`config.mk`:
```
export PLATFORM = sky130hd
export DESIGN_NAME = keyed_length_field_extractor
export DESIGN_NICKNAME = d
export VERILOG_FILES = /design/src/klfe_pkg.sv /design/src/keyed_length_field_extractor.sv /design/src/klfe_core.sv
export VERILOG_INCLUDE_DIRS = /design/src /design/src/src
export SDC_FILE = /design/constraint.sdc
export NUM_CORES = 1
export LEC_CHECK = 0
export BUFFER_PORTS_ARGS = -buffer_cell sky130_fd_sc_hd__buf_2
export CAP_MARGIN = 5
export CELL_PAD_IN_SITES_DETAIL_PLACEMENT = 0
export CELL_PAD_IN_SITES_GLOBAL_PLACEMENT = 2
export CORE_ASPECT_RATIO = 1.2
export CORE_MARGIN = 4
export CORE_UTILIZATION = 41
export DETAILED_ROUTE_END_ITERATION = 6
export PLACE_DENSITY_LB_ADDON = 0.1
export RECOVER_POWER = 100
export SETUP_SLACK_MARGIN = 0.5
export SYNTH_ARGS = -nofsm -noshare
export SYNTH_HDL_FRONTEND = slang
export SYNTH_SLANG_ARGS = --single-unit
```
`constraint.sdc`:
```
create_clock -name clk -period 6.62 [get_ports clk]
set_clock_uncertainty 0.05 [all_clocks]
set_input_delay 0.662 -clock clk [delete_from_list [all_inputs] [get_ports clk]]
set_output_delay 0.662 -clock clk [all_outputs]
set_load 0.01 [all_outputs]
```
`src/keyed_length_field_extractor_assert.svh`:
```
// assertion macros for the keyed length field extractor
`ifndef KEYED_LENGTH_FIELD_EXTRACTOR_ASSERT_SVH
`define KEYED_LENGTH_FIELD_EXTRACTOR_ASSERT_SVH

`ifndef SYNTHESIS

// same-cycle implication, disabled while in reset
`define KLFE_ASSERT_NOW(lbl, clk_s, rstn_s, ante, cons) \
	lbl: assert property (@(posedge clk_s) disable iff (!rstn_s) (ante) |-> (cons)) \
		else $error("klfe assertion failed");

// next-cycle implication, disabled while in reset
`define KLFE_ASSERT_NEXT(lbl, clk_s, rstn_s, ante, cons) \
	lbl: assert property (@(posedge clk_s) disable iff (!rstn_s) (ante) |=> (cons)) \
		else $error("klfe assertion failed");

`else

`define KLFE_ASSERT_NOW(lbl, clk_s, rstn_s, ante, cons)
`define KLFE_ASSERT_NEXT(lbl, clk_s, rstn_s, ante, cons)

`endif

`endif

```
`src/klfe_pkg.sv`:
```
package klfe_pkg;

	// length decoder sizing
	localparam int LENGTH_BITS = 35;
	localparam int GROUP_BITS  = 7;
	localparam int MAX_GROUPS  = (LENGTH_BITS + GROUP_BITS - 1) / GROUP_BITS;
	localparam int GROUP_W     = $clog2(MAX_GROUPS + 1);
	localparam int SHIFT_W     = $clog2(MAX_GROUPS * GROUP_BITS);
	localparam int EXT_W       = LENGTH_BITS + GROUP_BITS;

	// key prefix
	localparam int KEY_LEN   = 11;
	localparam int KEY_IDX_W = $clog2(KEY_LEN + 1);

	// length limit register
	localparam int             LIMIT_W     = 16;
	localparam logic [LIMIT_W-1:0] LIMIT_RESET = 16'd1024;
	localparam int CMP_W = (LENGTH_BITS > LIMIT_W) ? LENGTH_BITS : LIMIT_W;

	localparam int BYTE_W = 8;

	typedef enum logic [1:0] {
		PH_MATCH,
		PH_VARINT,
		PH_EMIT,
		PH_SKIP
	} phase_t;

	// one result from the scan core
	typedef struct packed {
		logic              valid;
		logic [BYTE_W-1:0] data;
		logic              first;
		logic              last;
		logic              discard;
	} result_t;

	// key byte at a given prefix position
	function automatic logic [BYTE_W-1:0] key_byte(input logic [KEY_IDX_W-1:0] idx);
		logic [BYTE_W-1:0] kb;
		unique case (idx)
			4'd0:    kb = 8'h0a;
			4'd1:    kb = 8'h08;
			4'd2:    kb = 8'h6c; // l
			4'd3:    kb = 8'h6f; // o
			4'd4:    kb = 8'h63; // c
			4'd5:    kb = 8'h61; // a
			4'd6:    kb = 8'h74; // t
			4'd7:    kb = 8'h69; // i
			4'd8:    kb = 8'h6f; // o
			4'd9:    kb = 8'h6e; // n
			4'd10:   kb = 8'h12;
			default: kb = 8'h00;
		endcase
		return kb;
	endfunction

endpackage

```
`src/keyed_length_field_extractor.sv`:
```
// Keyed length field extractor.
// The input stream (s_*) carries one file byte per request, with s_tlast on
// the last byte of a file. The block looks for the key prefix 0x0a 0x08
// "location" 0x12, decodes the base-128 length that follows, and for a length
// from 1 to below length_limit forwards the value bytes on the output stream
// (m_*). m_tuser[0] marks the first value byte, m_tlast the last one, and
// m_tuser[1] marks a value cut off by the end of the file; drop it all.
// Other lengths are skipped with no output.
// Throughput is one byte per cycle. A result appears in the cycle after its byte
// is taken, from a single output register; the scan state updates in the same
// cycle the byte is taken. When the receiver stalls with a result held, s_tready
// drops until the register is taken; s_tready follows m_tready in that cycle.
// Reset clears the scan state and sets length_limit to 1024. cfg_we writes
// cfg_wdata to length_limit; write it only while no file is in progress.
// At the end of each file the scan state returns to its reset value.
module keyed_length_field_extractor (
	input  logic                         clk,
	input  logic                         arst_n,
	input  logic                         cfg_we,
	input  logic [klfe_pkg::LIMIT_W-1:0] cfg_wdata,
	input  logic                         s_tvalid,
	output logic                         s_tready,
	input  logic [klfe_pkg::BYTE_W-1:0]  s_tdata,  // data_byte
	input  logic                         s_tlast,  // end_of_file
	output logic                         m_tvalid,
	input  logic                         m_tready,
	output logic [klfe_pkg::BYTE_W-1:0]  m_tdata,  // value_byte
	output logic                         m_tlast,  // value_last
	output logic [1:0]                   m_tuser   // value_first, value_discard
);
	import klfe_pkg::*;

	`include "keyed_length_field_extractor_assert.svh"

	logic [LIMIT_W-1:0] length_limit_q;
	logic               out_valid_q;
	logic [BYTE_W-1:0]  out_data_q;
	logic               out_first_q;
	logic               out_last_q;
	logic               out_discard_q;
	logic               step;
	result_t            res;

	// request handshake
	assign s_tready = !out_valid_q || m_tready;
	assign step     = s_tvalid && s_tready;

	// length limit register
	always_ff @(posedge clk or negedge arst_n) begin
		if (!arst_n) begin
			length_limit_q <= LIMIT_RESET;
		end else if (cfg_we) begin
			length_limit_q <= cfg_wdata;
		end
	end

	klfe_core u_core (
		.clk          (clk),
		.arst_n       (arst_n),
		.step         (step),
		.data_byte    (s_tdata),
		.end_of_file  (s_tlast),
		.length_limit (length_limit_q),
		.res          (res)
	);

	// output valid
	always_ff @(posedge clk or negedge arst_n) begin
		if (!arst_n) begin
			out_valid_q <= 1'b0;
		end else if (step) begin
			out_valid_q <= res.valid;
		end else if (m_tready) begin
			out_valid_q <= 1'b0;
		end
	end

	// output payload
	always_ff @(posedge clk) begin
		if (res.valid) begin
			out_data_q    <= res.data;
			out_first_q   <= res.first;
			out_last_q    <= res.last;
			out_discard_q <= res.discard;
		end
	end

	assign m_tvalid = out_valid_q;
	assign m_tdata  = out_data_q;
	assign m_tlast  = out_last_q;
	assign m_tuser  = {out_discard_q, out_first_q};

	// checks
	`KLFE_ASSERT_NOW(a_discard_on_last, clk, arst_n, m_tvalid && m_tuser[1], m_tlast)
	`KLFE_ASSERT_NOW(a_ready_when_empty, clk, arst_n, !m_tvalid, s_tready)
	`KLFE_ASSERT_NEXT(a_result_from_request, clk, arst_n, !step, !$rose(m_tvalid))

endmodule

```
`src/klfe_core.sv`:
```
module klfe_core (
	input  logic                         clk,
	input  logic                         arst_n,
	input  logic                         step,
	input  logic [klfe_pkg::BYTE_W-1:0]  data_byte,
	input  logic                         end_of_file,
	input  logic [klfe_pkg::LIMIT_W-1:0] length_limit,
	output klfe_pkg::result_t            res
);
	import klfe_pkg::*;

	phase_t                 phase_q, phase_d;
	logic [KEY_IDX_W-1:0]   prefix_q, prefix_d;
	logic [LENGTH_BITS-1:0] accum_q, accum_d;
	logic [GROUP_W-1:0]     group_q, group_d;
	logic [LENGTH_BITS-1:0] remain_q, remain_d;
	logic                   start_q, start_d;

	logic [SHIFT_W-1:0]     shift;
	logic [EXT_W-1:0]       group_ext;
	logic [LENGTH_BITS-1:0] accum_new;
	logic                   last_group;
	logic                   len_ok;
	logic [LENGTH_BITS-1:0] remain_dec;
	logic [KEY_IDX_W-1:0]   prefix_inc;

	// varint group placement and length checks
	assign shift      = SHIFT_W'(int'(group_q) * GROUP_BITS);
	assign group_ext  = EXT_W'(data_byte[GROUP_BITS-1:0]) << shift;
	assign accum_new  = accum_q | group_ext[LENGTH_BITS-1:0];
	assign last_group = (int'(shift) + GROUP_BITS) >= LENGTH_BITS;
	assign len_ok     = CMP_W'(accum_new) < CMP_W'(length_limit);
	assign remain_dec = remain_q - LENGTH_BITS'(1);

	// prefix match advance
	always_comb begin
		if ((int'(prefix_q) < KEY_LEN) && (data_byte == key_byte(prefix_q))) begin
			prefix_inc = prefix_q + KEY_IDX_W'(1);
		end else if (data_byte == key_byte('0)) begin
			prefix_inc = KEY_IDX_W'(1);
		end else begin
			prefix_inc = '0;
		end
	end

	// next state and result
	always_comb begin
		phase_d  = phase_q;
		prefix_d = prefix_q;
		accum_d  = accum_q;
		group_d  = group_q;
		remain_d = remain_q;
		start_d  = start_q;
		res      = '0;
		res.data = data_byte;
		unique case (phase_q)
			PH_VARINT: begin
				accum_d = accum_new;
				group_d = group_q + GROUP_W'(1);
				if (!data_byte[BYTE_W-1] || last_group) begin
					accum_d = '0;
					group_d = '0;
					if (accum_new == '0) begin
						phase_d = PH_MATCH;
					end else if (len_ok) begin
						phase_d  = PH_EMIT;
						remain_d = accum_new;
						start_d  = 1'b1;
					end else begin
						phase_d  = PH_SKIP;
						remain_d = accum_new;
					end
				end
			end
			PH_EMIT: begin
				remain_d    = remain_dec;
				res.valid   = 1'b1;
				res.first   = start_q;
				res.last    = (remain_dec == '0) || end_of_file;
				res.discard = end_of_file && (remain_dec != '0);
				start_d     = 1'b0;
				if (remain_dec == '0) begin
					phase_d = PH_MATCH;
				end
			end
			PH_SKIP: begin
				remain_d = remain_dec;
				if (remain_dec == '0) begin
					phase_d = PH_MATCH;
				end
			end
			default: begin
				prefix_d = prefix_inc;
				if (int'(prefix_inc) >= KEY_LEN) begin
					prefix_d = '0;
					phase_d  = PH_VARINT;
					accum_d  = '0;
					group_d  = '0;
				end
			end
		endcase
		// end of file returns the scan to its start
		if (end_of_file) begin
			phase_d  = PH_MATCH;
			prefix_d = '0;
			accum_d  = '0;
			group_d  = '0;
			remain_d = '0;
			start_d  = 1'b0;
		end
		res.valid = res.valid && step;
	end

	// scan state registers
	always_ff @(posedge clk or negedge arst_n) begin
		if (!arst_n) begin
			phase_q  <= PH_MATCH;
			prefix_q <= '0;
			accum_q  <= '0;
			group_q  <= '0;
			remain_q <= '0;
			start_q  <= 1'b0;
		end else if (step) begin
			phase_q  <= phase_d;
			prefix_q <= prefix_d;
			accum_q  <= accum_d;
			group_q  <= group_d;
			remain_q <= remain_d;
			start_q  <= start_d;
		end
	end

endmodule

```
# After elaboration in Yosys (flattened, before gate mapping)
# Memory sizes are Yosys's and may differ from the RTL's.
# Index checks and enable logic that the tools add are counted.
[totals]
in_bits = 30
regBits = 108
n_memories = 1
rom_bits = 112
word_cells = 91
[memory_table]
columns = ["memory", "depth", "word_bits", "read_ports", "rd_ports_with_merged_regs", "write_ports", "line", "source"]
rows = [
  ["(no name shown)", 16, 7, 1, 0, 0, "klfe_pkg.sv:41", "unique case (idx)"],
]
[op_classes]
addsub = 4
n_eq_ne = 11
n_bitwise = 1
magnitude_cmp = 4
n_mul = 1
shift = 1
mux = 32
reduce_logical = 24
[op_table]
columns = ["operator", "n"]
rows = [
  ["2-to-1 mux 35 bit", 6],
  ["one-hot mux 35 bit (2 select lines)", 2],
  ["logical NOT 35 bit", 2],
  ["less-than comparator 35 x 16 -> 1 bit", 1],
  ["bitwise OR 35 bit", 1],
  ["nonzero test 35 bit", 1],
  ["<< shifter 7 x 6 -> 35 bit", 1],
  ["subtractor 35 x 1 -> 35 bit, second input constant", 1],
  ["greater-or-equal comparator 32 x 7 -> 1 bit, second input constant", 1],
  ["2-to-1 mux 4 bit", 4],
  ["2-to-1 mux 2 bit", 5],
  ["2-to-1 mux 1 bit", 9],
  ["2-to-1 mux 3 bit", 3],
  ["nonzero test 3 bit", 3],
  ["equality test 8 x 4 -> 1 bit, second input constant", 1],
  ["equality test 8 bit", 1],
  ["AND reduction 4 bit", 2],
  ["adder 6 x 3 -> 7 bit, second input constant", 1],
  ["multiplier 3 x 3 -> 6 bit, second input constant", 1],
  ["!= test 3 x 2 -> 1 bit, second input constant", 2],
  ["one-hot mux 3 bit (2 select lines)", 1],
  ["AND reduction 5 bit", 1],
  ["adder 4 x 1 -> 4 bit, second input constant", 1],
  ["equality test 2 bit, second input constant", 2],
  ["other kinds (18)", 25],
]

# Longest topological paths before layout
# Gate-level depths: netlist of the first run.
[logic_depth]
word_depth = 9
mapped_depth = 15
depth_no_buf = 12

# Cells and area by module
# A second synthesis of the first run with hierarchy kept.
[unflattened]
cells_unflattened = 851
hier_area_um2 = 7433.4
[modules_own_cells]
columns = ["module", "cells_per_inst", "instances", "seq_area_each_um2", "area_per_inst_um2"]
rows = [
  ["klfe_core", 799, 1, 2001.9, 6392.4],
  ["keyed_length_field_extractor", 52, 1, 757.0, 1041.0],
]

# Worst setup path after synthesis of the first run
# Ideal clock, no wire load.
[synth_timing]
kind = "register to register"
start = "reg u_core.group_q[0]"
end = "reg u_core.remain_q[27]"
required_ps = 6500
stages_incl_launch_ff = 16
path_slack_ps = 2847
arrival_ps = 3653
path_cell_list = "dfrtp_1 -> clkbuf_1 -> clkbuf_1 -> inv_1 -> ha_1 -> xnor2_1 -> xnor2_1 -> ha_1 -> a211oi_1 -> nor2_1 -> o211ai_1 -> a2bb2oi_1 -> clkbuf_1 -> nor3_1 -> o21ai_0 -> nand3_1"
[synth_between]
elab_chain_cells = 7
[synth_lines]
columns = ["element", "line", "source"]
rows = [
  ["from (decl)", "klfe_core.sv:15", "logic [GROUP_W-1:0] group_q, group_d;"],
  ["from (signal assigned)", "klfe_core.sv:127", "group_q <= group_d;"],
  ["multiplier 3 x 3 -> 6 bit *", "klfe_core.sv:28", "assign shift = SHIFT_W'(int'(group_q) * GROUP_BITS);"],
  ["parallel branches: the longest is 6 deep, another holds greater-or-equal comparator 32 x 7 -> 1 bit", "n/a", ""],
  ["to (signal assigned)", "klfe_core.sv:128", "remain_q <= remain_d;"],
  ["to (decl)", "klfe_core.sv:16", "logic [LENGTH_BITS-1:0] remain_q, remain_d;"],
]
# Mark *: on every way between the ends. The select of a mux whose other input is x is not followed.
# A chain may end at the register's enable or synchronous reset.

# Worst setup path in the final report of the first run
[layout_timing]
start = "reg u_core.group_q[1]"
end = "reg u_core.remain_q[10]"
# The elaborated chain is that of the path after synthesis.

==> metrics.md, run 1 <==
| Metric | Value |
|---|---|
| Worst Path Arrival | 5.47 ns |
| Final wirelength | 21,900 um |
| Total CTS buffers | 9 |
| # port buffers | 42 |
| CTS tree | yes |
| Placed cell area | 7380 um2 |
| Pleak | 3.32 nW |
| VDD IR max | 0.127 mV |
| Max Slew Vio Count | 29 |
| Crit path time final | 5.29 ns |
| Post-route cell area | 7650 um2 |
| Detailed Route Iter0 Violations | 543 |
| Max-cap viol count | 1 |
| N_diodes | 0 |
| Worst hold path class | flop to flop |
| Synth cell types | 74 |
| Fin crit share | 79.9% |
| Number of flops mapped to enable cells by yosys | 11 |
| Die X | 128 um |
| Worst hold slack | 0.452 ns |
| Netlist Area Pre-Place | 7080 um2 |
| Worst Max-Slew Pin Slew | 1.62 ns |
| Hold Violations, Final | 0 |
| Final setup TNS | 0 ns |
| Status | finished, violations left |
| First-pass GRT wire length | 35,400 um |
| DP Wirelength | 16,100 um |
| Inst Count DP | 1,038 |
| Die area | 19,400 um2 |
| Post-CTS sizing | 0 |
| Relative slew slack | -7.96% |
| Kind of critical path | flop to flop |
| Most common cell after layout, fill and taps aside | nor2_1 |
| Syn_nets | 893 |
| Largest area contributor in the netlist | dfrtp_1 |
| Skew-Pair Late Insertion Delay | 0.36 ns |
| Data required, critical path | 6.80 ns |
| Clock sinks | 108 |
| Root Driver | clkbuf_16 |
| Gate Count Post-Synth | 830 |
| Util after Layout | 45.2% |
| Vias | 6,484 |
| Number of global-route vias before repair | 6,235 |
| Initial antenna violation count | 0 |
| F_max | 189 MHz |
| Core region area | 16,900 um2 |
| Row cnt | 52 |
| Main flop type after synthesis | dfrtp_1 |
| Post-synthesis sequential area ratio | 39.0% |
| Failing checks | max-capacitance violations, max-slew violations |
| Initial Util | 41.8% |
| Most frequent cells in the layout | 97 x nor2_1, 96 x dfrtp_1, 80 x o21ai_0, 54 x nand2_1, 51 x a21oi_1 |
| Yosys Warn Count | 0 |
| Reg clk slew, reported paths | 0.07 ns |
| Post-CTS Setup Inserts | 0 |
| Crit-path max FO | 52 |
| Ys async rst share | 89.8% |
| Post-synth top area share | 33.9% |
| I/O pins | 43 |
| Final setup fails | 0 |
| Largest net degree at the start of global routing | 71 |
| Pre-antenna DRT Iters | 5 |
| Fillcell total | 1,713 |
| Clock tree buffer depth | 2 |
| Syn_area_per_cell | 8.53 um2 |
| H-tree depth | 3 |
| Fin nets | 896 |
| CP startpoint kind | flop |
| Final ANT Viol Nets | 0 |
| DR DRC count | 0 |
| Area growth from synthesis to layout | 8.04% |
| Layout Cells excl Fill | 1,054 |
| GRT Total Usage | 22.8% |
| GRT overflow | 0 |
| Post-place setup slack | 2.08 ns |
| FF+latch count, synth | 108 |
| Routed vias/inst | 6.15 |
| GPL Wtd Cong | 0.886 |
| Hold_buf cts | 0 |
| Total power | 1.53 mW |
| Nature of the critical path endpoint | flop |
| Die Y | 152 um |
| Share of cells above drive strength 1 | 7.28% |
| Routed len/inst | 20.8 um |
| Synth top area cells | dfrtp_1 34%, ha_1 5.7%, o21ai_0 5.5% |
| Cell Pwr Density | 200 nW/um2 |
| RSZ-0062 raised after global routing | no |
| Setup WS post-layout | 1.33 ns |
[state kept, by name, summed over array words and instances (netlist names)]
register         cells
u_core.accum_q      35
u_core.remain_q     35
length_limit_q      16
m_tdata              8
u_core.prefix_q      4
u_core.group_q       3
u_core.phase_q       2
m_tlast              1
m_tvalid             1
out_discard_q        1
out_first_q          1
u_core.start_q       1
[worst max-delay path, cell delays in order, from the launching register on]
cell and delay, ns:
dfrtp_1 0.75, inv_1 0.28, ha_1 0.38, xnor2_1 0.16, xnor2_1 0.30, ha_1 0.29
a211oi_1 0.35, o21ba_2 0.21, o211ai_1 0.09, a2bb2oi_1 0.21, clkbuf_1 0.53, a21o_1 1.10
nand2b_1 0.31, o21ai_0 0.11
[power by group]
group / internal [mW] / switching, mW / leakage [nW]
Combinational: 0.0781 / 0.161 / 1.76
Clock: 0.331 / 0.258 / 0.155
Sequential: 0.686 / 0.0124 / 1.41
[cell families after synthesis]
group                      synth area share, %
and+or+nand+nor                           22.3
muxes                                    0.442
adders and majority gates                 5.94
DFF                                       39.0
buffers and inverters                     5.78
xor gates and xnor gates                  2.10
AOI/OAI and AO/OA                         24.5
[synth_stat cells (all sizes together), types with 3 or more instances]
cell type	instances
or2	8
nor2	97
o21ai	81
ha	32
a221o	3
nor4b	4
nand3	15
or3	6
a2111oi	7
and2	7
xnor2	15
a32oi	7
o41ai	3
nand2b	7
a211oi	7
a22oi	3
nand2	54
a31oi	21
inv	44
edfxtp	11
a21oi	51
or4	9
nand4	14
o32a	4
o22ai	7
o31ai	4
nor2b	12
a41oi	22
nor3	31
a21o	13
clkbuf	40
dfrtp	96
nor3b	5
and3	4
nor4	18
nand4b	3
o211ai	10
buf	17
[final timing paths]
| kind | start | to | slack [ns] | depth (start not counted) |
|---|---|---|---|---|
| min in group asynchronous | arst_n | u_core.prefix_q[1] | 0.65 | 1 |
| worst max register to register | u_core.group_q[1] | u_core.remain_q[10] | 1.33 | 13 |
| worst min-delay path | u_core.start_q | u_core.start_q | 0.45 | 2 |
| worst max-delay path | u_core.group_q[1] | u_core.remain_q[10] | 1.33 | 13 |
| max in group asynchronous | arst_n | u_core.phase_q[1] | 4.12 | 2 |
| worst min register to register | u_core.start_q | u_core.start_q | 0.45 | 2 |
[cell type report]
type	count	area, um2	share of cell area, %
clock buffer	9	225	2.95
clock inverter	7	90.1	1.18
inverter	44	165	2.16
multi-input combinational	621	3910	51.1
sequential	108	2760	36.1
tap	216	270	3.53
timing repair buffer	49	226	2.96
[layer usage]
layer	part of all wire [%]	GRT usage, %
met1	45	32.2
met2	48	36.9
met3	4.3	2.42
met4	2.2	7.23
met5	0	0
(Power assumes the default switching activity.)
==> run 2: changes to the inputs <==
- CORE_UTILIZATION: 41 -> 34
- clock period: 6.62 -> 4.7 ns (I/O delays scaled with it)
==> metrics.md, run 2 (synthesis gave the netlist of run 1 again) <==
| Metric | Value |
|---|---|
| Status | finished, violations left |
| Failing checks | max-capacitance violations, max-slew violations |
| Fin crit share | 90.8% |
| Hold Violations, Final | 0 |
| Cell Pwr Density | 280 nW/um2 |
| Hold_buf cts | 0 |
| DR DRC count | 0 |
| CP startpoint kind | flop |
| # port buffers | 42 |
| F_max | 234 MHz |
| Number of global-route vias before repair | 6,251 |
| First-pass GRT wire length | 37,200 um |
| Post-CTS Setup Inserts | 0 |
| RSZ-0062 raised after global routing | no |
| Die Y | 166 um |
| Data required, critical path | 4.87 ns |
| Largest net degree at the start of global routing | 68 |
| Max Slew Vio Count | 100 |
| Post-CTS sizing | 0 |
| I/O pins | 43 |
| Area growth from synthesis to layout | 10.2% |
| Vias | 6,500 |
| Kind of critical path | flop to flop |
| Nature of the critical path endpoint | flop |
| Pre-antenna DRT Iters | 5 |
| VDD IR max | 0.222 mV |
| CTS tree | yes |
| Die area | 23,200 um2 |
| Reg clk slew, reported paths | 0.08 ns |
| Total power | 2.18 mW |
| N_diodes | 0 |
| Final setup TNS | 0 ns |
| Crit path time final | 4.27 ns |
| Total CTS buffers | 9 |
| GRT overflow | 0 |
| Share of cells above drive strength 1 | 9.07% |
| H-tree depth | 3 |
| Most frequent cells in the layout | 96 x nor2_1, 96 x dfrtp_1, 80 x o21ai_0, 54 x nand2_1, 51 x a21oi_1 |
| Multi-input logic area | 3900 um2 |
| Row cnt | 57 |
| Fillcell total | 2,137 |
| Clock sinks | 108 |
| Final wirelength | 23,500 um |
| Clock tree buffer depth | 2 |
| GRT Total Usage | 20.2% |
| Die X | 140 um |
| GPL Wtd Cong | 0.857 |
| Crit-path max FO | 10 |
| Initial antenna violation count | 0 |
| Fin nets | 907 |
| Skew-Pair Late Insertion Delay | 0.36 ns |
| Worst hold path class | input pin to flop |
| Worst Path Arrival | 4.44 ns |
| Worst Max-Slew Pin Slew | 1.83 ns |
| Routed vias/inst | 5.83 |
| Initial Util | 34.7% |
| Root Driver | clkbuf_16 |
| DP Wirelength | 17,400 um |
| Max-cap viol count | 2 |
| Register Area | 2760 um2 |
| Core region area | 20,400 um2 |
| Relative slew slack | -22.2% |
| Detailed Route Iter0 Violations | 479 |
| Pleak | 3.38 nW |
| Routed len/inst | 21.1 um |
| Final ANT Viol Nets | 0 |
| Top Registers | u_core.accum_q (35), u_core.remain_q (35), length_limit_q (16) |
| Final setup fails | 0 |
run 2: changes by cell type in the layout (fill, tap and decap cells not counted), moves of 2 or more:
| cell | delta |
|---|---|
| clkinvlp_4 | +2 |
| buf_6 | +2 |
| clkbuf_1 | -2 |
| buf_4 | +10 |
| clkinv_1 | -2 |
run 2: layer usage:
metal  global-route usage (%)  part of all wire (%)  vias to the layer above
met3                     2.33                   3.8                       37
met1                     27.7                    45                     3210
met5                        0                     0                        -
li1                         -                     -                     3093
met4                     8.39                   3.5                        0
met2                     32.3                    47                      160
run 2: final timing paths:
check,depth (start not counted),startpoint,slack [ns],end
max,9,u_core.remain_q[0],0.43,u_core.phase_q[0]
min,3,cfg_wdata[8],0.26,length_limit_q[8]
max reg2reg,9,u_core.remain_q[0],0.43,u_core.phase_q[0]
min reg2reg,2,u_core.start_q,0.45,u_core.start_q
max in group asynchronous,2,arst_n,1.55,u_core.remain_q[4]
min in group asynchronous,1,arst_n,0.54,u_core.prefix_q[1]
run 2: worst max-delay path, stage by stage, from the launching register on:
cell	delay, ns
dfrtp_1	0.45
inv_1	0.11
ha_1	0.28
nor3b_1	0.89
nand2_1	0.47
nor4_1	0.62
xnor2_1	0.16
a2111o_1	0.40
nor4_1	0.51
o22ai_1	0.17
run 2: layout make-up:
type                    instances  area share (%)
clock inverters                 7            1.25
clock buffers                   9            2.89
repair buffers                 60            4.12
flip-flops and latches        108            35.4
multi-input cells             621            50.0
well taps                     265            4.25
inverters                      44            2.12
run 2: through the flow:
step | util [%] | area [um2] | cells | setup slack, ns | hold slack [ns]
after global placement | 36.9 | 7530 | 1098 | 0.872 | 0.431
after floorplan | - | 7080 | 830 | 0.927 | 0.124
after CTS | 38.5 | 7850 | 1114 | 0.588 | 0.247
after detailed placement | 36.9 | 7530 | 1098 | 0.627 | 0.428
final | 38.2 | 7800 | 1114 | 0.431 | 0.262
after global routing | 38.2 | 7800 | 1114 | 0.261 | 0.273
run 2: power breakdown:
| group | leakage, nW | internal (mW) | switching [mW] |
|---|---|---|---|
| clock | 0.152 | 0.471 | 0.379 |
| sequential | 1.41 | 0.966 | 0.0177 |
| combinational | 1.82 | 0.114 | 0.234 |
| total | 3.38 | 1.55 | 0.631 |
